### src/hw/rtl/vgbb_pkg.sv
// Shared types and constants of the voxel grid bounding box block.
`default_nettype none

package vgbb_pkg;

   // Column geometry
   localparam int WORD_BITS        = 32;
   localparam int WORDS_PER_COLUMN = 4;
   localparam int BIT_W            = $clog2(WORD_BITS);
   localparam int Z_W              = $clog2(WORD_BITS * WORDS_PER_COLUMN);

   // Divider geometry
   localparam int SPAN_W     = 13;
   localparam int DIV_W      = 21;
   localparam int DVR_W      = 9;
   localparam int STEP_CNT_W = 5;
   localparam logic [STEP_CNT_W-1:0] DIVN_STEPS = 5'd21;
   localparam logic [STEP_CNT_W-1:0] DIVS_STEPS = 5'd14;
   localparam logic [STEP_CNT_W-1:0] DIVM_STEPS = 5'd7;

   // Register port
   localparam int CSR_AW = 5;
   localparam int CSR_DW = 32;

   localparam logic [2:0] REG_X_SCALE     = 3'd0;
   localparam logic [2:0] REG_Y_SCALE     = 3'd1;
   localparam logic [2:0] REG_DEPTH_SCALE = 3'd2;
   localparam logic [2:0] REG_GRID_DEPTH  = 3'd3;
   localparam logic [2:0] REG_TABLE_SIZE  = 3'd4;
   localparam logic [2:0] REG_STEP_Z      = 3'd5;

   // Request codes
   localparam logic [1:0] REQ_LOAD  = 2'd0;
   localparam logic [1:0] REQ_VOXEL = 2'd1;
   localparam logic [1:0] REQ_EMIT  = 2'd2;

   typedef struct packed {
      logic [1:0]           req_type;
      logic [11:0]          col_x;
      logic [11:0]          col_y;
      logic [1:0]           word_index;
      logic [WORD_BITS-1:0] voxel_word;
      logic [11:0]          table_index;
      logic [15:0]          table_value;
   } req_word_type;

   typedef struct packed {
      logic signed [31:0] min_x;
      logic signed [31:0] min_y;
      logic signed [31:0] min_z;
      logic signed [31:0] max_x;
      logic signed [31:0] max_y;
      logic signed [31:0] max_z;
      logic               box_empty;
   } rsp_word_type;

   typedef struct packed {
      logic [31:0]       x_scale;
      logic [31:0]       y_scale;
      logic [31:0]       depth_scale;
      logic [7:0]        grid_depth;
      logic [SPAN_W-1:0] table_size;
      logic [7:0]        step_z;
   } cfg_type;

   typedef struct packed {
      logic               hit;
      logic signed [31:0] x;
      logic signed [31:0] y;
      logic signed [31:0] z;
   } box_upd_type;

endpackage

`default_nettype wire

### src/hw/rtl/vgbb_csr.sv
// Configuration registers behind the APB-style port.
`default_nettype none

module vgbb_csr (
   input  logic                         clock,
   input  logic                         reset,
   input  logic                         psel,
   input  logic                         penable,
   input  logic                         pwrite,
   input  logic [vgbb_pkg::CSR_AW-1:0]  paddr,
   input  logic [vgbb_pkg::CSR_DW-1:0]  pwdata,
   output logic [vgbb_pkg::CSR_DW-1:0]  prdata,
   output logic                         pready,
   output vgbb_pkg::cfg_type            cfg
);
   import vgbb_pkg::*;

   cfg_type    cfg_ff;
   logic [2:0] reg_idx;
   logic       wr_en;

   assign reg_idx = paddr[4:2];
   assign wr_en   = psel & penable & pwrite;
   assign pready  = 1'b1;
   assign cfg     = cfg_ff;

   always_ff @(posedge clock) begin
      if (reset) begin
         cfg_ff.x_scale     <= 32'h0001_0000;
         cfg_ff.y_scale     <= 32'h0001_0000;
         cfg_ff.depth_scale <= 32'h0001_0000;
         cfg_ff.grid_depth  <= 8'd128;
         cfg_ff.table_size  <= 13'd4096;
         cfg_ff.step_z      <= 8'd1;
      end else if (wr_en) begin
         case (reg_idx)
            REG_X_SCALE:     cfg_ff.x_scale     <= pwdata;
            REG_Y_SCALE:     cfg_ff.y_scale     <= pwdata;
            REG_DEPTH_SCALE: cfg_ff.depth_scale <= pwdata;
            REG_GRID_DEPTH:  cfg_ff.grid_depth  <= pwdata[7:0];
            REG_TABLE_SIZE:  cfg_ff.table_size  <= pwdata[SPAN_W-1:0];
            REG_STEP_Z:      cfg_ff.step_z      <= pwdata[7:0];
            default: ;
         endcase
      end
   end

   always_comb begin
      case (reg_idx)
         REG_X_SCALE:     prdata = cfg_ff.x_scale;
         REG_Y_SCALE:     prdata = cfg_ff.y_scale;
         REG_DEPTH_SCALE: prdata = cfg_ff.depth_scale;
         REG_GRID_DEPTH:  prdata = CSR_DW'(cfg_ff.grid_depth);
         REG_TABLE_SIZE:  prdata = CSR_DW'(cfg_ff.table_size);
         REG_STEP_Z:      prdata = CSR_DW'(cfg_ff.step_z);
         default:         prdata = '0;
      endcase
   end

endmodule

`default_nettype wire

### config.mk
export PLATFORM = sky130hd
export DESIGN_NAME = vgbb_csr
export DESIGN_NICKNAME = d
export VERILOG_FILES = /design/src/hw/rtl/vgbb_pkg.sv /design/src/hw/rtl/vgbb_csr.sv
export SDC_FILE = /design/constraint.sdc
export NUM_CORES = 1
export LEC_CHECK = 0
export BUFFER_PORTS_ARGS = -buffer_cell sky130_fd_sc_hd__buf_4
export CORE_ASPECT_RATIO = 0.6
export CORE_MARGIN = 8
export CORE_UTILIZATION = 35
export DETAILED_ROUTE_END_ITERATION = 12
export PLACE_DENSITY_LB_ADDON = 0.2
export SYNTH_ARGS = -nofsm -noshare
export SYNTH_HDL_FRONTEND = slang
export SYNTH_SLANG_ARGS = --single-unit
### constraint.sdc
create_clock -name clock -period 1.05 [get_ports clock]
set_input_delay 0.0525 -clock clock [delete_from_list [all_inputs] [get_ports clock]]
set_output_delay 0.0525 -clock clock [all_outputs]
set_load 0.01 [all_outputs]
# Word-level counts from Yosys, hierarchy flattened
# Cells that the tools add are included.
# totals
ff_bits	125
inputBits	42
output_inout_bits	158
wordCells	21
# classes
eq_ne	5
n_mux	1
bitwise	2
n_reduce_logical	7
# op_table
operator	n
$pmux W32 S6	1
$reduce_and A2 Y1	6
$eq A3 B2 Y1 const B	2
$eq A3 B3 Y1 const B	2
$eq A3 B1 Y1 const B	1
$logic_not A3 Y1	1
$and A1 B1 Y1	2

# Logic depth before layout (Yosys ltp)
# Gate-level depths: netlist of the first run.
# depth
depth_word	3
ltp_mapped	6
mapped_depth_nobuf	3

# Worst setup path after synthesis of the first run
# OpenSTA, ideal clock, no wires.
# synth_timing
path_kind	in2out
from	input paddr[4] (netlist name)
to	output prdata[11] (netlist name)
t_arrival_ns	1.022
required_ns	0.998
slack_ns	-0.025
path_stages	6
path_buffers	3
cell_sequence	buf_4 nor2b_1 buf_2 buf_2 a22oi_1 o21ai_0
# synth_between
elab_chain_len	2
elab_cells_between_ends	7
cone_classes	eq/ne (5); mux (1); reduce/logical (1)
# synth_rtl
element	line_no	rtl
start: declaration	vgbb_csr.sv:10	input logic [vgbb_pkg::CSR_AW-1:0] paddr,
$eq A3 B3 Y1 (tied with other cells)	vgbb_csr.sv:49	case (reg_idx)
$pmux W32 S6 (*)	vgbb_csr.sv:49	
end: declaration	vgbb_csr.sv:12	output logic [vgbb_pkg::CSR_DW-1:0] prdata,
# Every way passes the cells marked *; elsewhere a longest branch is shown, timed or not.

# Worst setup path after layout of the first run
# layout_timing
from	register cfg_ff, in the netlist cfg[30]
to	output prdata[1] (netlist name)
# layout_between
elab_chain_len	1
# layout_rtl
element	line_no	rtl
start: declaration	vgbb_csr.sv:18	cfg_type cfg_ff;
$pmux W32 S6	vgbb_csr.sv:49	
# Every way passes these cells.

==> out/results.txt, run 1 <==
Outcome -> complete, but fails checks
Failing checks -> setup timing
Max cap viols -> 0
Antenna Cells -> 0
Die ar. -> 0.0218 mm²
Core Area -> 0.0170 mm²
Skew final -> 0 ns
Critical Path Start -> cfg[30]
Async set or reset register ratio after synthesis -> 0
Unrepaired setup endpoints after global routing -> true
Crit path max fanout -> 2
Post-synth top flop -> dfxtp_1
Post-synth EDFFs -> 0
Routed len/inst -> 18.8 µm
Largest net degree at the start of global routing -> 71
DRT Pass-1 Iters -> 4
Cell Pwr Density -> 1160 mW/mm²
Detailed Route WL -> 21500 µm
Post-synthesis sequential area ratio -> 0.416
Mapped Nets -> 634
CTS tree -> built
Max FFs per register -> 125
Gr usage total -> 0.190
Peak VDD IR -> 0.895 mV
Mean Syn Cell Area -> 10.2 µm²
Startpoint Class -> flip-flop
Critical path type -> reg2out
Hold Fails Final Rpt -> 0
First DRT Iteration DRCs -> 273
Die extent in x -> 185 µm
HP Start -> pwdata[9]
Drt via density -> 4.85
Bufs on Longest Clock Path -> 2
Share of post-route cells with drive strength above 1 -> 0.496
Routability cong. -> 0.855
Syn Inst Count -> 592
Nets -> 940
Clock slew at reported path FFs -> 0.06 ns
Worst Hold Class -> in2reg
Synth cell types -> 32
Area Overhead vs Synth -> 65.9%
Root buffer cell -> clkbuf_16
Post-route ant nets -> 0
Skew-Pair Late Insertion Delay -> 0.40 ns
IO buf count -> 196
Total gr overflow -> 0
Yosys reg bits -> 125
Final Max Tran Viols -> 0
Final Cell Area -> 0.00997 mm²
CP arrival -> 1.43 ns
Yosys synthesis warning count -> 0
Endpoints failing setup -> 33
CTS Sinks -> 125
Placement row count -> 37
Fmax -> 675 MHz
Fill count -> 1434
Worst hold margin -> 0.0130 ns
Placement Cell Area -> 0.00828 mm²
Worst R2R Start -> cfg[119]
Final worst path period need -> 1.48 ns
Vias -> 5545
CTS Buf Count -> 17
DRC viols -> 0
Global-route wire length before repair -> 32900 µm
Required @ worst endpoint -> 1.00 ns
Clock H-tree levels -> 4
Critical Path End Type -> output port
Netlist Area Pre-Place -> 0.00601 mm²
Vias in the first global route -> 6000
Initial antenna violation count -> 0
Leak pwr -> 0.00484 µW
Chip height -> 118 µm
Worst Slack Setup Final -> -0.431 ns
DP HPWL -> 15000 µm
Total power -> 11600 µW
Starting Density -> 0.354
Top Ports -> 200
Final worst path period share -> 1.41
==> cell usage in the layout (no fill, tap or decap), types with 7 or more instances in the layout <==
cell type,Yosys,layout
dfxtp_2,0,76
a22oi_1,13,7
buf_6,9,108
mux2i_1,144,144
clkbuf_16,0,17
a32oi_1,10,8
a2bb2oi_1,19,18
buf_4,8,187
nor2_1,30,30
dlygate4sd3_1,0,24
buf_12,0,16
nand2b_1,150,150
dfxtp_1,125,49
==> repair_timing <==
item                                    4_1_cts  5_1_grt
gates resized for setup                     130       81
hold buffers                                 24        0
endpoints found under the setup margin       52       88
pin swaps                                     6       10
setup buffers                                33        8
endpoints found under the hold margin        63        0
==> final cells by class <==
class	count	area, µm²	share of cell area
inverters	1	3.75	0.000376
repair buffers	335	3180	0.319
clock inverters	12	123	0.0123
well taps	234	293	0.0294
clock buffers	19	443	0.0444
flip-flops and latches	125	2600	0.260
multi-input cells	418	3330	0.334
==> power by group <==
part           total, µW  leakage, µW  internal (µW)  switching, µW
Sequential          4810      0.00104           4780           30.9
Combinational       1110      0.00352            602            510
Clock               5660     0.000278           3520           2140
Total              11600      0.00484           8910           2680
==> per-stage QoR <==
step	setup WS, ns	TNS [ns]	utilization	std cells
3_3_place_gp	-0.362	-23.79	0.487	1052
3_5_place_dp	-0.379	-26.03	0.487	1052
2_1_floorplan	-0.00193	-0.0186	-	592
4_1_cts	-0.458	-9.18	0.570	1140
6_report	-0.431	-8.77	0.587	1144
5_1_grt	-0.520	-11.08	0.587	1144
==> critical path, stage by stage, from the launching register on <==
cell      delay (ns)
dfxtp_2         0.32
mux2_2          0.27
a221oi_2        0.21
a21oi_1         0.08
buf_4           0.15
==> worst paths after layout <==
| check | end | slack, ns | cells after the start |
|---|---|---|---|
| worst max register to register | cfg[119] | 0.25 | 4 |
| worst max-delay path | prdata[1] | -0.43 | 4 |
| worst min register to register | cfg[86] | 0.49 | 2 |
| worst min-delay path | cfg[17] | 0.01 | 3 |
==> metal layers <==
metal | wire [µm] | track usage
met1 | 9660 | 0.245
met4 | 238 | 0.0563
met5 | 0 | 0
met2 | 9810 | 0.296
met3 | 1780 | 0.0647
==> Yosys cell counts, types with 2 or more instances <==
library cell | n | area share
a32oi_1 | 10 | 0.015
o21ai_0 | 5 | 0.0042
nor2_1 | 30 | 0.019
nand2_1 | 6 | 0.0037
buf_6 | 9 | 0.017
mux2i_1 | 144 | 0.24
buf_2 | 6 | 0.0050
a2bb2oi_1 | 19 | 0.028
nand2_2 | 3 | 0.0031
a21oi_1 | 2 | 0.0017
clkbuf_1 | 25 | 0.016
nor3b_1 | 2 | 0.0025
a221oi_1 | 2 | 0.0029
buf_4 | 8 | 0.010
o211ai_1 | 2 | 0.0025
a22oi_1 | 13 | 0.016
nand2b_1 | 150 | 0.16
nand3_1 | 6 | 0.0050
mux2_2 | 11 | 0.021
dfxtp_1 | 125 | 0.42
nor2b_1 | 3 | 0.0031
==> cells by family (layout without fill, tap and decap cells) <==
| kind of cell | Yosys count | count (layout) | share of synthesized area |
|---|---|---|---|
| AND/OR/NAND/NOR | 209 | 209 | 0.205 |
| AO/OA/AOI/OAI | 53 | 53 | 0.0697 |
| flip-flops | 125 | 125 | 0.416 |
| other | 1 | 1 | 0.000624 |
| multiplexers | 155 | 155 | 0.260 |
| buffers and inverters | 49 | 367 | 0.0481 |
Power figures use the tool's default switching activity.
==> run 2: changes to the inputs <==
--- a/config.mk
+++ b/config.mk
@@ -11,6 +11,7 @@
 export CORE_UTILIZATION = 35
 export DETAILED_ROUTE_END_ITERATION = 12
 export PLACE_DENSITY_LB_ADDON = 0.2
+export SKIP_LAST_GASP = 1
 export SYNTH_ARGS = -nofsm -noshare
 export SYNTH_HDL_FRONTEND = slang
 export SYNTH_SLANG_ARGS = --single-unit
==> out/results.txt, run 2 (same netlist as run 1, synthesis figures left out) <==
Cell Pwr Density -> 1170 mW/mm²
Critical Path End Type -> output port
Detailed Route WL -> 21500 µm
Finished Layout Cells -> 1143
Clock slew at reported path FFs -> 0.06 ns
DP HPWL -> 15000 µm
Final worst path period share -> 1.41
Max FFs per register -> 125
Worst R2R Start -> cfg[109]
Placement row count -> 37
Skew-Pair Late Insertion Delay -> 0.40 ns
Routability cong. -> 0.855
Most frequent cells in the layout -> buf_4, nand2b_1, mux2i_1
Starting Density -> 0.354
Max cap viols -> 0
Worst reg-to-reg path cell count -> 3
Outcome -> complete, but fails checks
Drt via density -> 4.92
Worst Hold Class -> in2reg
Required @ worst endpoint -> 1.00 ns
Chip height -> 118 µm
Largest net degree at the start of global routing -> 71
Endpoints failing setup -> 32
Die ar. -> 0.0218 mm²
Hold worst-path end -> cfg[17]
Vias -> 5622
Fmax -> 675 MHz
Crit path cell chain -> mux2_2 -> a221oi_2 -> a21oi_1 -> buf_4
Critical path type -> reg2out
IO buf count -> 196
Largest delay contributor family on the critical path -> flip-flops
Setup tns final -> -8.67 ns
Total gr overflow -> 0
Initial antenna violation count -> 0
DRT Pass-1 Iters -> 4
Vias in the first global route -> 6004
Routed len/inst -> 18.8 µm
Inst Count DP -> 1052
Global-route wire length before repair -> 32800 µm
Worst hold margin -> 0.0160 ns
Final Max Tran Viols -> 0
Core Area -> 0.0170 mm²
Clock H-tree levels -> 4
Leak pwr -> 0.00482 µW
Share of post-route cells with drive strength above 1 -> 0.491
Startpoint Class -> flip-flop
Leading cell type in the layout, fill and taps excluded -> buf_4
Max incr delay on CP -> 0.32 ns
DRC viols -> 0
R2R setup slack -> 0.30 ns
Gr usage total -> 0.190
Crit path max fanout -> 2
Unrepaired setup endpoints after global routing -> true
CTS tree -> built
CP arrival -> 1.43 ns
Root buffer cell -> clkbuf_16
Hold-critical path depth -> 3
CTS Sinks -> 125
First DRT Iteration DRCs -> 278
Die extent in x -> 185 µm
Top Ports -> 200
Area Overhead vs Synth -> 65.1%
Hold Fails Final Rpt -> 0
Post-route ant nets -> 0
HP Start -> pwdata[9]
Worst reg2reg endpoint -> cfg[109]
Placement Cell Area -> 0.00828 mm²
Skew final -> 0 ns
Final worst path period need -> 1.48 ns
Core Util, Final -> 0.584
Final Cell Area -> 0.00992 mm²
Peak VDD IR -> 0.895 mV
Worst Slack Setup Final -> -0.432 ns
Antenna Cells -> 0
Nets -> 939
Bufs on Longest Clock Path -> 2
CTS Buf Count -> 17
Critical path's slowest cell -> dfxtp_2
Worst path buffer plus inverter count -> 1
Failing checks -> setup timing
[run 2: cell types whose count changed in the layout (fill, tap and decap cells not counted), sizes merged]
cell,delta
buf,-1
[run 2: final cells by class]
| cell class | count | area (µm²) |
|---|---|---|
| tap | 234 | 293 |
| clock buffer | 19 | 443 |
| clock inverter | 12 | 123 |
| sequential | 125 | 2590 |
| timing repair buffer | 334 | 3150 |
| multi-input combinational | 418 | 3320 |
| fill | 1451 | 7070 |
| inverter | 1 | 3.75 |
[run 2: worst max-delay path by stage]
stage	start	endpoint	slack, ns	depth (start not counted)
floorplan	paddr[4]	cfg[99]	-0.002	6
global placement	paddr[3]	prdata[3]	-0.36	7
detailed placement	paddr[3]	prdata[3]	-0.38	7
CTS	cfg[66]	prdata[5]	-0.46	4
global route	cfg[30]	prdata[1]	-0.52	4
finish	cfg[30]	prdata[1]	-0.43	4
[run 2: repair_timing]
| action | in CTS | in global routing |
|---|---|---|
| endpoints found under the setup margin | 52 | 94 |
| pin swaps | 6 | 10 |
| hold buffers | 24 | 0 |
| resized for setup | 96 | 99 |
| setup buffers | 33 | 4 |
| hold endpoints to repair | 63 | 0 |
[run 2: power by group]
group          switching (µW)  internal (µW)
Sequential               31.0           4780
Combinational             510            600
Clock                    2140           3520
[run 2: metrics by stage]
step           power [µW]  setup WS (ns)
3_5_place_dp         5880         -0.379
2_1_floorplan        5400       -0.00193
5_1_grt             12000         -0.525
4_1_cts             11600         -0.458
3_3_place_gp         5860         -0.362
6_report            11600         -0.432
[run 2: worst register-to-register path, cell delays in order (launching register included)]
cell	delay (ns)
dfxtp_2	0.32
buf_4	0.13
nor2_1	0.11
mux2i_1	0.08
[run 2: per-layer routing]
metal	vias to the layer above	part of all wire	wire, µm	global-route usage
li1	2670	-	-	-
met1	2721	0.45	9670	0.244
met2	201	0.45	9700	0.295
met3	30	0.085	1830	0.0641
met4	0	0.015	325	0.0583
met5	-	0	0	0
