### src/hw/rtl/vgbb_pkg.sv
// Shared types and constants of the voxel grid bounding box block.
`default_nettype none

package vgbb_pkg;

   // Column geometry
   localparam int WORD_BITS        = 32;
   localparam int WORDS_PER_COLUMN = 4;
   localparam int BIT_W            = $clog2(WORD_BITS);
   localparam int Z_W              = $clog2(WORD_BITS * WORDS_PER_COLUMN);

   // Divider geometry
   localparam int SPAN_W     = 13;
   localparam int DIV_W      = 21;
   localparam int DVR_W      = 9;
   localparam int STEP_CNT_W = 5;
   localparam logic [STEP_CNT_W-1:0] DIVN_STEPS = 5'd21;
   localparam logic [STEP_CNT_W-1:0] DIVS_STEPS = 5'd14;
   localparam logic [STEP_CNT_W-1:0] DIVM_STEPS = 5'd7;

   // Register port
   localparam int CSR_AW = 5;
   localparam int CSR_DW = 32;

   localparam logic [2:0] REG_X_SCALE     = 3'd0;
   localparam logic [2:0] REG_Y_SCALE     = 3'd1;
   localparam logic [2:0] REG_DEPTH_SCALE = 3'd2;
   localparam logic [2:0] REG_GRID_DEPTH  = 3'd3;
   localparam logic [2:0] REG_TABLE_SIZE  = 3'd4;
   localparam logic [2:0] REG_STEP_Z      = 3'd5;

   // Request codes
   localparam logic [1:0] REQ_LOAD  = 2'd0;
   localparam logic [1:0] REQ_VOXEL = 2'd1;
   localparam logic [1:0] REQ_EMIT  = 2'd2;

   typedef struct packed {
      logic [1:0]           req_type;
      logic [11:0]          col_x;
      logic [11:0]          col_y;
      logic [1:0]           word_index;
      logic [WORD_BITS-1:0] voxel_word;
      logic [11:0]          table_index;
      logic [15:0]          table_value;
   } req_word_type;

   typedef struct packed {
      logic signed [31:0] min_x;
      logic signed [31:0] min_y;
      logic signed [31:0] min_z;
      logic signed [31:0] max_x;
      logic signed [31:0] max_y;
      logic signed [31:0] max_z;
      logic               box_empty;
   } rsp_word_type;

   typedef struct packed {
      logic [31:0]       x_scale;
      logic [31:0]       y_scale;
      logic [31:0]       depth_scale;
      logic [7:0]        grid_depth;
      logic [SPAN_W-1:0] table_size;
      logic [7:0]        step_z;
   } cfg_type;

   typedef struct packed {
      logic               hit;
      logic signed [31:0] x;
      logic signed [31:0] y;
      logic signed [31:0] z;
   } box_upd_type;

endpackage

`default_nettype wire

### src/hw/rtl/vgbb_box.sv
// Running min/max box and the result output register.
`default_nettype none

module vgbb_box (
   input  logic                   clock,
   input  logic                   reset,
   input  vgbb_pkg::box_upd_type  upd,
   input  logic                   emit,
   output logic                   rsp_valid,
   input  logic                   rsp_ready,
   output vgbb_pkg::rsp_word_type rsp_data
);
   import vgbb_pkg::*;

   localparam logic signed [31:0] POS_MAX = 32'sh7FFF_FFFF;
   localparam logic signed [31:0] NEG_MAX = 32'sh8000_0000;

   logic signed [31:0] lo_x_ff, lo_y_ff, lo_z_ff;
   logic signed [31:0] hi_x_ff, hi_y_ff, hi_z_ff;
   logic               any_ff;
   logic               rsp_valid_ff;
   rsp_word_type       rsp_ff;
   rsp_word_type       rsp_in;

   assign rsp_valid = rsp_valid_ff;
   assign rsp_data  = rsp_ff;

   always_comb begin
      if (any_ff) begin
         rsp_in.min_x     = lo_x_ff;
         rsp_in.min_y     = lo_y_ff;
         rsp_in.min_z     = lo_z_ff;
         rsp_in.max_x     = hi_x_ff;
         rsp_in.max_y     = hi_y_ff;
         rsp_in.max_z     = hi_z_ff;
         rsp_in.box_empty = 1'b0;
      end else begin
         rsp_in           = '0;
         rsp_in.box_empty = 1'b1;
      end
   end

   always_ff @(posedge clock) begin
      if (reset) begin
         lo_x_ff      <= POS_MAX;
         lo_y_ff      <= POS_MAX;
         lo_z_ff      <= POS_MAX;
         hi_x_ff      <= NEG_MAX;
         hi_y_ff      <= NEG_MAX;
         hi_z_ff      <= NEG_MAX;
         any_ff       <= 1'b0;
         rsp_valid_ff <= 1'b0;
      end else begin
         if (emit) begin
            lo_x_ff <= POS_MAX;
            lo_y_ff <= POS_MAX;
            lo_z_ff <= POS_MAX;
            hi_x_ff <= NEG_MAX;
            hi_y_ff <= NEG_MAX;
            hi_z_ff <= NEG_MAX;
            any_ff  <= 1'b0;
         end else if (upd.hit) begin
            lo_x_ff <= (upd.x < lo_x_ff) ? upd.x : lo_x_ff;
            lo_y_ff <= (upd.y < lo_y_ff) ? upd.y : lo_y_ff;
            lo_z_ff <= (upd.z < lo_z_ff) ? upd.z : lo_z_ff;
            hi_x_ff <= (upd.x > hi_x_ff) ? upd.x : hi_x_ff;
            hi_y_ff <= (upd.y > hi_y_ff) ? upd.y : hi_y_ff;
            hi_z_ff <= (upd.z > hi_z_ff) ? upd.z : hi_z_ff;
            any_ff  <= 1'b1;
         end
         if (emit) begin
            rsp_valid_ff <= 1'b1;
         end else if (rsp_ready) begin
            rsp_valid_ff <= 1'b0;
         end
      end
      if (emit) begin
         rsp_ff <= rsp_in;
      end
   end

endmodule

`default_nettype wire

### config.mk
export PLATFORM = sky130hd
export DESIGN_NAME = vgbb_box
export DESIGN_NICKNAME = d
export VERILOG_FILES = /design/src/hw/rtl/vgbb_pkg.sv /design/src/hw/rtl/vgbb_box.sv
export SDC_FILE = /design/constraint.sdc
export NUM_CORES = 1
export LEC_CHECK = 0
export ABC_AREA = 1
export ABC_CLOCK_PERIOD_IN_PS = 2800
export BUFFER_PORTS_ARGS = -buffer_cell sky130_fd_sc_hd__buf_2
export CORE_MARGIN = 1.5
export CORE_UTILIZATION = 35
export DETAILED_ROUTE_END_ITERATION = 10
export SYNTH_ARGS = -nofsm -noshare
export SYNTH_HDL_FRONTEND = slang
export SYNTH_SLANG_ARGS = --single-unit
### constraint.sdc
create_clock -name clock -period 2.8 [get_ports clock]
set_input_delay 0.14 -clock clock [delete_from_list [all_inputs] [get_ports clock]]
set_output_delay 0.14 -clock clock [all_outputs]
set_load 0.05 [all_outputs]
---- Word-level counts from Yosys, hierarchy flattened ----
Index checks and enable logic that the tools add are counted.
W data, S select, Z words.
storage, ports and cells
  bits in registers ....................... 387
  input port bits ......................... 101
  output and inout bits ................... 194
  word-level logic and storage cells ...... 32
cells by class
  $lt $le $gt $ge ......................... 6
  multiplexer cells ....................... 3
  reduce and logical (&&, ||, !) cells .... 8
operators with widths
  operator            count
  $gt A32 B32 Y1      3
  $lt A32 B32 Y1      3
  $reduce_and A2 Y1   6
  $mux W1             3
  $reduce_bool A2 Y1  1
  $reduce_or A2 Y1    1

---- Depth between registers and ports, before layout ----
Gate-level depths: netlist of run 1.
  depth in word-level cells ............... 2
  mapped depth ............................ 17
  depth with buffers taken out ............ 16

---- Worst setup path before layout of run 1 ----
OpenSTA, ideal clock, no wires.
  path kind ............................... register -> register
  start point ............................. reg hi_y_ff[31]
  end point ............................... reg hi_y_ff[22]
  library setup time ...................... 113 ps
  arrival time ............................ 1903 ps
  data required time ...................... 2687 ps
  slack ................................... 784 ps
  cell stages (with the launch flop) ...... 15
  buffers on the path ..................... 1
  cell sequence ........................... dfxtp_1 > inv_1 > ha_1 > nand2_1 > nor2_1 > nand2_1 > nor4b_2 > nand2_1 > nand2_1 > nand2_1 > inv_1 > nor2_4 > buf_6 > nor2_1 > nor2_1
between the ends
  cells in the longest elaborated chain, start to end .. 2
ends and longest elaborated chain
  element                             RTL line        text
  start: declaration                  vgbb_box.sv:19  logic signed [31:0] hi_x_ff, hi_y_ff, hi_z_ff;
  start signal: assignment            vgbb_box.sv:67  hi_y_ff <= (upd.y > hi_y_ff) ? upd.y : hi_y_ff;
  $gt A32 B32 Y1                      vgbb_box.sv:67
  $reduce_and A2 Y1 (no source line)  --
Every way passes these cells.
A chain may end at the register's enable or synchronous reset.

---- Worst setup path after layout of run 1 ----
Ends and elaborated chain as after synthesis.

==> flow_summary.yaml, run 1 <==
status:
  status: "finished clean"
global_route:
  grt-ovfl-total: 0
  antenna_found_initial: 0
  grt_max_degree: 104
  grt_pass1_wl_um: 88410
  grt_pass1_vias: 16607
  grt_usage_pct: 18.37
hold_path:
  hold_depth: 4
  hp-class: "primary input to flip-flop"
  worst_hold_path.endpoint: "lo_z_ff[17]"
  hold_start: "upd[17]"
timing:
  setup_slack_ps: 318.3
  timing.slew.headroom_pct: 62.34
  hold_ws_ps: 33.84
  hold_viol_final: 0
  setup_viol: 0
  fmax_mhz: 402.9
  worst_pin_slew_ps: 564.9
  clock_skew_ps: 20.05
  drv_slew: 0
  rsz0062_at_grt: "false"
  finalCritPeriodShare_pct: 88.63
  min_period_ps: 2482
  tns_ps: 0
cts:
  worstSkewPairLatency_ps: 580
  clkSinkCount: 387
  cts_max_level: 2
  clockBufferDepth: 3
  root_buffer: "clkbuf_16"
  cts_setup_buffers: 0
  cts_buffers: 46
  cts_tree: "built"
  clk_pin_slew_ps: 60
die:
  rows: 88
  die_height_um: 243.8
  core_area_um2: 57480
  ios: 295
  start_util_pct: 35.30
  die-area_um2: 59430
  die_w_um: 243.8
route:
  viasPerCell: 4.618
  wl_per_cell_um: 14.75
  num_vias: 17233
  drc_errors: 0
  ant_nets: 0
  dr.pass1.iters: 5
  wl_um: 55030
  drt_iter0_markers: 934
logic_synthesis:
  netlist_instances: 2525
  ys_seq_area_share_pct: 47.70
  yosysWarningCount: 0
  ys_ff_latch: 387
  syn_area_per_cell_um2: 8.036
  synth_nets: 2815
  synth_area_um2: 20290
  synthDistinctLibCells: 25
cells_and_area:
  diodes: 0
  fin_nets: 3219
  layout.cells.non_filler: 3732
  layout-area-overhead-vs-synth_pct: 26.42
  drive_gt1_share_pct: 15.64
setup_path:
  crit_buf_inv: 1
  rr_endpoint: "hi_y_ff[22]"
  arrival_ps: 2980
  required_ps: 3300
  endpoint_kind: "flip-flop"
  crit_path_top_delay_cell: "nor2_4"
  cp_top_family: "simple AND/OR/NAND/NOR gates"
  cp_max_fo: 16
  slowest_delay_ps: 470
  path_cells: "inv_1 > ha_1 > nand2_1 > nor2_1 > nand2_1 > nor4b_2 > nand2_1 > nand3_2 > nand2_2 > nor2_4 > nor2_1 > nor2_1"
  worstSetupPathType: "flip-flop to flip-flop"
  r2r_setup_slack_ps: 320
  ff2ff_path_depth: 12
  cp-start-kind: "flip-flop"
  r2r-start: "hi_y_ff[31]"
placed_design:
  place_congestion: 0.8252
  io_buffers: 294
  dp_slack_ps: -36.92
  placed_cells: 3547
  place.detailed.hpwl_um: 37490
run:
  max_cap_violations: 0
pwr:
  leakagePower_nw: 14.00
  power_w: 0.01586
  power_density_nw_per_um2: 618.3
  max-vdd-ir-drop_mv: 0.4764
==> area by class of cell <==
cell class,count,area [µm²]
flip-flops and latches,387,9683
fillers,5703,31820
well taps,765,957.2
repair buffers,471,3142
inverters,551,2068
clock inverters,34,459.2
multi-input cells,1472,8104
clock buffers,52,1237
==> repair_timing <==
action | in CTS | in global routing
gates cloned | 0 | 2
resized for setup | 1 | 1
hold endpoints to repair | 179 | 0
pin swaps | 0 | 2
hold buffers | 97 | 0
endpoints found under the setup margin | 13 | 35
==> cells by family (layout without fill, tap and decap cells) <==
family          count (synthesis)  count (layout)  share of synthesized area (%)
buf+inv                       668            1108                          12.60
simple gates                 1152            1154                          24.79
flops                         387             387                          47.70
compound gates                129             129                          3.256
fa+ha+maj                     189             189                          11.65
==> metal layers <==
layer / global-route usage [%] / routed length, µm
met5: 0 / 0
met4: 3.958 / 904
met1: 24.81 / 25690
met3: 4.098 / 3233
met2: 29.98 / 25200
==> power by group <==
part	switching (W)	internal, W
registers	0.000159	0.00625
clock network	0.00253	0.00412
logic	0.00191	0.000882
total	0.00460	0.0113
==> cell usage after synthesis <==
master	number	area [µm²]
a21oi_1	97	485.5
a41oi_1	2	17.52
buf_1	3	11.26
buf_2	21	105.1
buf_6	3	33.78
clkbuf_1	90	337.8
dfxtp_1	194	3884
edfxtp_1	193	5796
ha_1	189	2365
inv_1	551	2068
nand2_1	593	2226
nand2_2	1	6.260
nand3_1	124	620.6
nand3_2	1	10.01
nand3b_1	3	22.52
nand4_1	196	1226
nor2_1	219	822.0
nor2_2	1	6.260
nor2_4	1	11.26
nor3_1	10	50.05
nor3b_1	1	7.510
nor4_1	1	6.260
nor4b_2	1	15.01
o21a_1	3	22.52
o21ai_0	27	135.1
==> per-stage QoR <==
stage | cell area, µm² | util (%)
floorplan | 20290 | -
detailed placement | 22960 | 39.95
finish | 25650 | 44.63
CTS | 25630 | 44.60
global placement | 22960 | 39.95
global route | 25650 | 44.63
==> registers in the layout, summed over array words and instances (netlist names) <==
register / count
rsp_valid: 1
lo_x_ff: 32
hi_z_ff: 32
lo_y_ff: 32
rsp_data: 193
any_ff: 1
hi_y_ff: 32
hi_x_ff: 32
lo_z_ff: 32
==> worst min-delay path, cell delays in order <==
cell and delay, ps:
buf_2 110, buf_4 130, nand4_1 90, nand3_1 90
==> cell usage in the layout, fill, tap and decap left out, types with 4 or more instances in the layout <==
cell / instances
buf_2: 292
clkinv_4: 9
clkinvlp_4: 4
nand3_1: 124
nand2_1: 593
clkinv_2: 5
bufinv_16: 10
dlygate4sd3_1: 97
buf_4: 74
clkinv_1: 5
buf_12: 7
nand4_1: 196
nor3_1: 10
o21ai_0: 27
nor2_1: 218
nor2_4: 4
clkbuf_16: 49
a21oi_1: 96
dfxtp_1: 193
edfxtp_1: 193
ha_1: 189
inv_1: 551
==> worst max path at each step <==
| stage | endpoint | from | slack, ps | cells past startpoint |
|---|---|---|---|---|
| floorplan | hi_y_ff[22] | hi_y_ff[31] | 780 | 14 |
| global placement | hi_z_ff[12] | hi_z_ff[15] | 70 | 14 |
| detailed placement | hi_z_ff[8] | hi_z_ff[15] | -40 | 14 |
| CTS | hi_y_ff[22] | hi_y_ff[31] | 110 | 12 |
| global route | hi_y_ff[12] | hi_y_ff[5] | 80 | 15 |
| finish | hi_y_ff[22] | hi_y_ff[31] | 320 | 12 |
Power figures use the tool's default switching activity.
==> run 2, diff against run 1 <==
==> constraint.sdc (replaced) <==
create_clock -name clock -period 2.8 [get_ports clock]
set_input_delay 0.7 -clock clock [delete_from_list [all_inputs] [get_ports clock]]
set_output_delay 0.7 -clock clock [all_outputs]
set_load 0.05 [all_outputs]
==> run 2 against run 1 <==
Register-to-register slack hardly changed. Setup slack improved by 5.6 ps. Clock skew rose by 5.5 ps. Fmax is 0.23% higher. Combinational power down 3%. First-iteration DRC count increased by 11%. Hold slack better by 340 ps. Die area unchanged. Final area is 4.1% lower. Final cell count fell by 2.5%. Clock power fell by 13%. Sequential share of layout area rose by 1.6 points. Largest power group is now registers.
==> flow_summary.yaml, run 2 (synthesis gave the netlist of run 1 again) <==
status:
  status: "finished clean"
setup_path:
  r2r_setup_slack_ps: 320
  endpoint_kind: "flip-flop"
  worstSetupPathType: "flip-flop to flip-flop"
  cp_top_family: "simple AND/OR/NAND/NOR gates"
  cp_max_fo: 16
  arrival_ps: 2990
  crit_path_top_delay_cell: "nor2_4"
  path_cells: "inv_1 > ha_1 > nand2_1 > nor2_1 > nand2_1 > nor4b_2 > nand2_1 > nand3_2 > nand2_2 > nor2_4 > nor2_1 > nor2_1"
  cp-start-kind: "flip-flop"
  required_ps: 3310
  slowest_delay_ps: 430
  crit_buf_inv: 1
placed_design:
  place.detailed.hpwl_um: 37280
  place_congestion: 0.8225
  io_buffers: 294
  place_area_um2: 23130
cells_and_area:
  nFillCells: 5829
  layout-area-overhead-vs-synth_pct: 21.19
  fin_area_um2: 24590
  largest_register_ffs: 193
  mostFrequentLayoutCells: "nand2_1, inv_1, buf_2, nor2_1, nand4_1"
  drive_gt1_share_pct: 15.92
  fin_nets: 3125
  final_common_cell: "nand2_1"
global_route:
  grt_pass1_wl_um: 86890
  grt-ovfl-total: 0
  antenna_found_initial: 4
  grt_pass1_vias: 16190
  grt_max_degree: 104
  grt_usage_pct: 18.06
cts:
  cts_setup_buffers: 0
  clk_pin_slew_ps: 60
  cts_tree: "built"
  cts_buffers: 44
  clockBufferDepth: 3
  cts_max_level: 2
  cts_resized: 0
  clkSinkCount: 387
  worstSkewPairLatency_ps: 580
  hold_buffers: 0
  root_buffer: "clkbuf_16"
timing:
  timing.slew.headroom_pct: 58.62
  min_period_ps: 2476
  hold_viol_final: 0
  clock_skew_ps: 25.52
  worst_pin_slew_ps: 615.0
  hold_ws_ps: 370.3
  finalCritPeriodShare_pct: 88.43
  rsz0062_at_grt: "false"
  fmax_mhz: 403.9
  setup_viol: 0
  drv_slew: 0
route:
  num_vias: 16895
  wl_um: 53750
  viasPerCell: 4.644
  wl_per_cell_um: 14.78
  ant_nets: 0
  drc_errors: 0
  dr.pass1.iters: 5
  drt_iter0_markers: 1034
pwr:
  leakagePower_nw: 13.54
  power_density_nw_per_um2: 608.5
  max-vdd-ir-drop_mv: 0.3770
run:
  max_cap_violations: 0
die:
  die_w_um: 243.8
  die-area_um2: 59430
  die_height_um: 243.8
  rows: 88
  start_util_pct: 35.30
  ios: 295
  core_area_um2: 57480
hold_path:
  hp-class: "primary input to flip-flop"
## run 2: per-layer routing
metal,vias to the layer above,GRT usage (%),wire (µm)
met5,-,0,50
met4,8,5.247,1230
met3,85,4.296,3583
met2,435,28.68,24140
met1,7691,24.36,24750
li1,8676,-,-
## run 2: final cells by class
type / instances / area (µm²) / share of cell area, %
Antenna cell: 2 / 5.005 / 0.02035
Clock buffer: 59 / 1209 / 4.915
Clock inverter: 23 / 234.0 / 0.9515
Inverter: 551 / 2068 / 8.411
Multi-Input combinational cell: 1471 / 8093 / 32.91
Sequential cell: 387 / 9683 / 39.38
Tap cell: 765 / 957.2 / 3.893
Timing Repair Buffer: 380 / 2341 / 9.520
## run 2: path summary, 6_finish.rpt
check,startpoint,end,depth (start not counted)
worst min register to register,lo_y_ff[13],lo_y_ff[13],2
worst max-delay path,hi_y_ff[27],hi_y_ff[1],12
worst min-delay path,reset,rsp_valid,2
worst max register to register,hi_y_ff[27],hi_y_ff[1],12
## run 2: where the power goes
part,switching [W],internal (W)
logic,0.00188,0.000843
registers,0.000173,0.00625
clock network,0.00240,0.00341
## run 2: metrics by stage
stage | power [W] | std cells | setup WS [ps] | setup TNS, ps | utilization, %
CTS | 0.01514 | 3635 | 136.1 | 0 | 42.76
floorplan | 0.008338 | 2525 | 448.4 | 0 | -
detailed placement | 0.009265 | 3553 | -258.5 | -8108 | 40.25
global placement | 0.009245 | 3553 | -187.0 | -5692 | 40.25
finish | 0.01496 | 3638 | 323.9 | 0 | 42.78
global route | 0.01573 | 3636 | 74.83 | 0 | 42.77
==> run 3, diff against run 2 <==
--- a/config.mk
+++ b/config.mk
@@ -9,8 +9,9 @@
 export ABC_CLOCK_PERIOD_IN_PS = 2800
 export BUFFER_PORTS_ARGS = -buffer_cell sky130_fd_sc_hd__buf_2
 export CORE_MARGIN = 1.5
-export CORE_UTILIZATION = 35
+export CORE_UTILIZATION = 45
 export DETAILED_ROUTE_END_ITERATION = 10
+export PLACE_DENSITY = 0.65
 export SYNTH_ARGS = -nofsm -noshare
 export SYNTH_HDL_FRONTEND = slang
 export SYNTH_SLANG_ARGS = --single-unit
==> run 3 against run 2 <==
Wire length shrank 1.2%. Clock power shrank 2%. Largest cell class unchanged. Via count grew 2.2%. Non-clock buffer count shrank 26.
==> flow_summary.yaml, run 3 (synthesis gave the netlist of run 1 again) <==
status:
  status: "finished clean"
die:
  ios: 295
  rows: 77
  core_area_um2: 44320
  die-area_um2: 46370
  start_util_pct: 45.78
  die_height_um: 215.3
  die_w_um: 215.3
global_route:
  grt_max_degree: 104
  grt-ovfl-total: 0
  grt_usage_pct: 22.86
  grt_pass1_vias: 16664
  grt_pass1_wl_um: 85510
  antenna_found_initial: 3
route:
  viasPerCell: 5.024
  ant_nets: 0
  num_vias: 17267
  drt_iter0_markers: 1104
  wl_um: 53110
  drc_errors: 0
  dr.pass1.iters: 5
  wl_per_cell_um: 15.45
cts:
  worstSkewPairLatency_ps: 570
  cts_tree: "built"
  clk_pin_slew_ps: 60
  hold_buffers: 0
  cts_buffers: 44
  cts_resized: 0
  root_buffer: "clkbuf_16"
  clockBufferDepth: 3
  cts_max_level: 2
  cts_setup_buffers: 0
  clkSinkCount: 387
placed_design:
  place_congestion: 0.8609
  io_buffers: 294
  place.detailed.hpwl_um: 37010
  dp_slack_ps: 34.30
  placed_cells: 3354
timing:
  setup_viol: 0
  tns_ps: 0
  rsz0062_at_grt: "false"
  worst_pin_slew_ps: 554.0
  min_period_ps: 2376
  setup_slack_ps: 424.3
  drv_slew: 0
  timing.slew.headroom_pct: 63.06
  finalCritPeriodShare_pct: 84.85
  hold_viol_final: 0
  fmax_mhz: 420.9
  clock_skew_ps: 11.07
setup_path:
  rr_endpoint: "hi_y_ff[17]"
  ff2ff_path_depth: 16
  worstSetupPathType: "flip-flop to flip-flop"
  required_ps: 3300
  r2r-start: "hi_y_ff[5]"
  endpoint_kind: "flip-flop"
  arrival_ps: 2880
  cp_max_fo: 24
  cp-start-kind: "flip-flop"
  r2r_setup_slack_ps: 420
hold_path:
  hold_start: "reset"
  worst_hold_path.endpoint: "rsp_valid"
  hp-class: "primary input to flip-flop"
  hold_depth: 2
pwr:
  leakagePower_nw: 13.39
  power_density_nw_per_um2: 614.0
  max-vdd-ir-drop_mv: 0.4303
cells_and_area:
  final_common_cell: "nand2_1"
  layout.cells.non_filler: 3437
  mostFrequentLayoutCells: "nand2_1, inv_1, buf_2, nor2_1, nand4_1"
  drive_gt1_share_pct: 15.13
  nFillCells: 4187
  layout-area-overhead-vs-synth_pct: 18.73
  largest_register_ffs: 193
  fin_nets: 3098
run:
  max_cap_violations: 0
-- run 3: cell type report --
class	count	area [µm²]	area share [%]
Multi-Input combinational cell	1470	8082	33.54
Clock inverter	19	186.4	0.7738
Inverter	551	2068	8.585
Antenna cell	3	7.507	0.03116
Timing Repair Buffer	354	2108	8.751
Tap cell	592	740.7	3.075
Sequential cell	387	9683	40.19
Clock buffer	61	1216	5.048
-- run 3: power by group --
group / switching [W] / total (W) / internal [W]
Clock: 0.00235 / 0.00567 / 0.00332
Sequential: 0.000165 / 0.00642 / 0.00625
Combinational: 0.00189 / 0.00271 / 0.000817
-- run 3: worst max-delay path by stage --
stage / start / endpoint / slack [ps] / cells past startpoint
2_1_floorplan: upd[63] / hi_y_ff[22] / 450 / 13
3_3_place_gp: upd[37] / lo_y_ff[5] / 80 / 15
3_5_place_dp: upd[69] / hi_x_ff[9] / 30 / 16
4_1_cts: hi_y_ff[5] / hi_y_ff[3] / 430 / 16
5_1_grt: lo_y_ff[5] / lo_y_ff[3] / 200 / 15
6_report: hi_y_ff[5] / hi_y_ff[17] / 420 / 16
-- run 3: critical path, cell delays in order, from the launching register on --
cell	delay (ps)
dfxtp_1	420
inv_1	70
ha_1	290
a21oi_1	210
nor2_1	70
nor3_1	190
nand2_1	100
nand2_1	90
nand2_1	80
nand2_1	90
nand2_1	50
nand2_1	100
inv_1	70
nor2_4	130
buf_12	190
nor2_1	60
nor2_1	110
-- run 3: layer usage --
layer	GRT usage [%]	routed length [µm]
met2	37.39	24490
met1	29.78	23180
met3	4.770	3875
met5	0	38
met4	8.531	1517
-- run 3: through the flow --
step	util (%)	cell area (µm²)	power, W	hold slack (ps)
2_1_floorplan	-	20290	0.008338	451.0
3_3_place_gp	51.18	22680	0.009175	464.7
3_5_place_dp	51.18	22680	0.009232	466.1
4_1_cts	54.35	24080	0.01493	312.5
5_1_grt	54.35	24080	0.01547	343.7
6_report	54.36	24090	0.01479	343.7
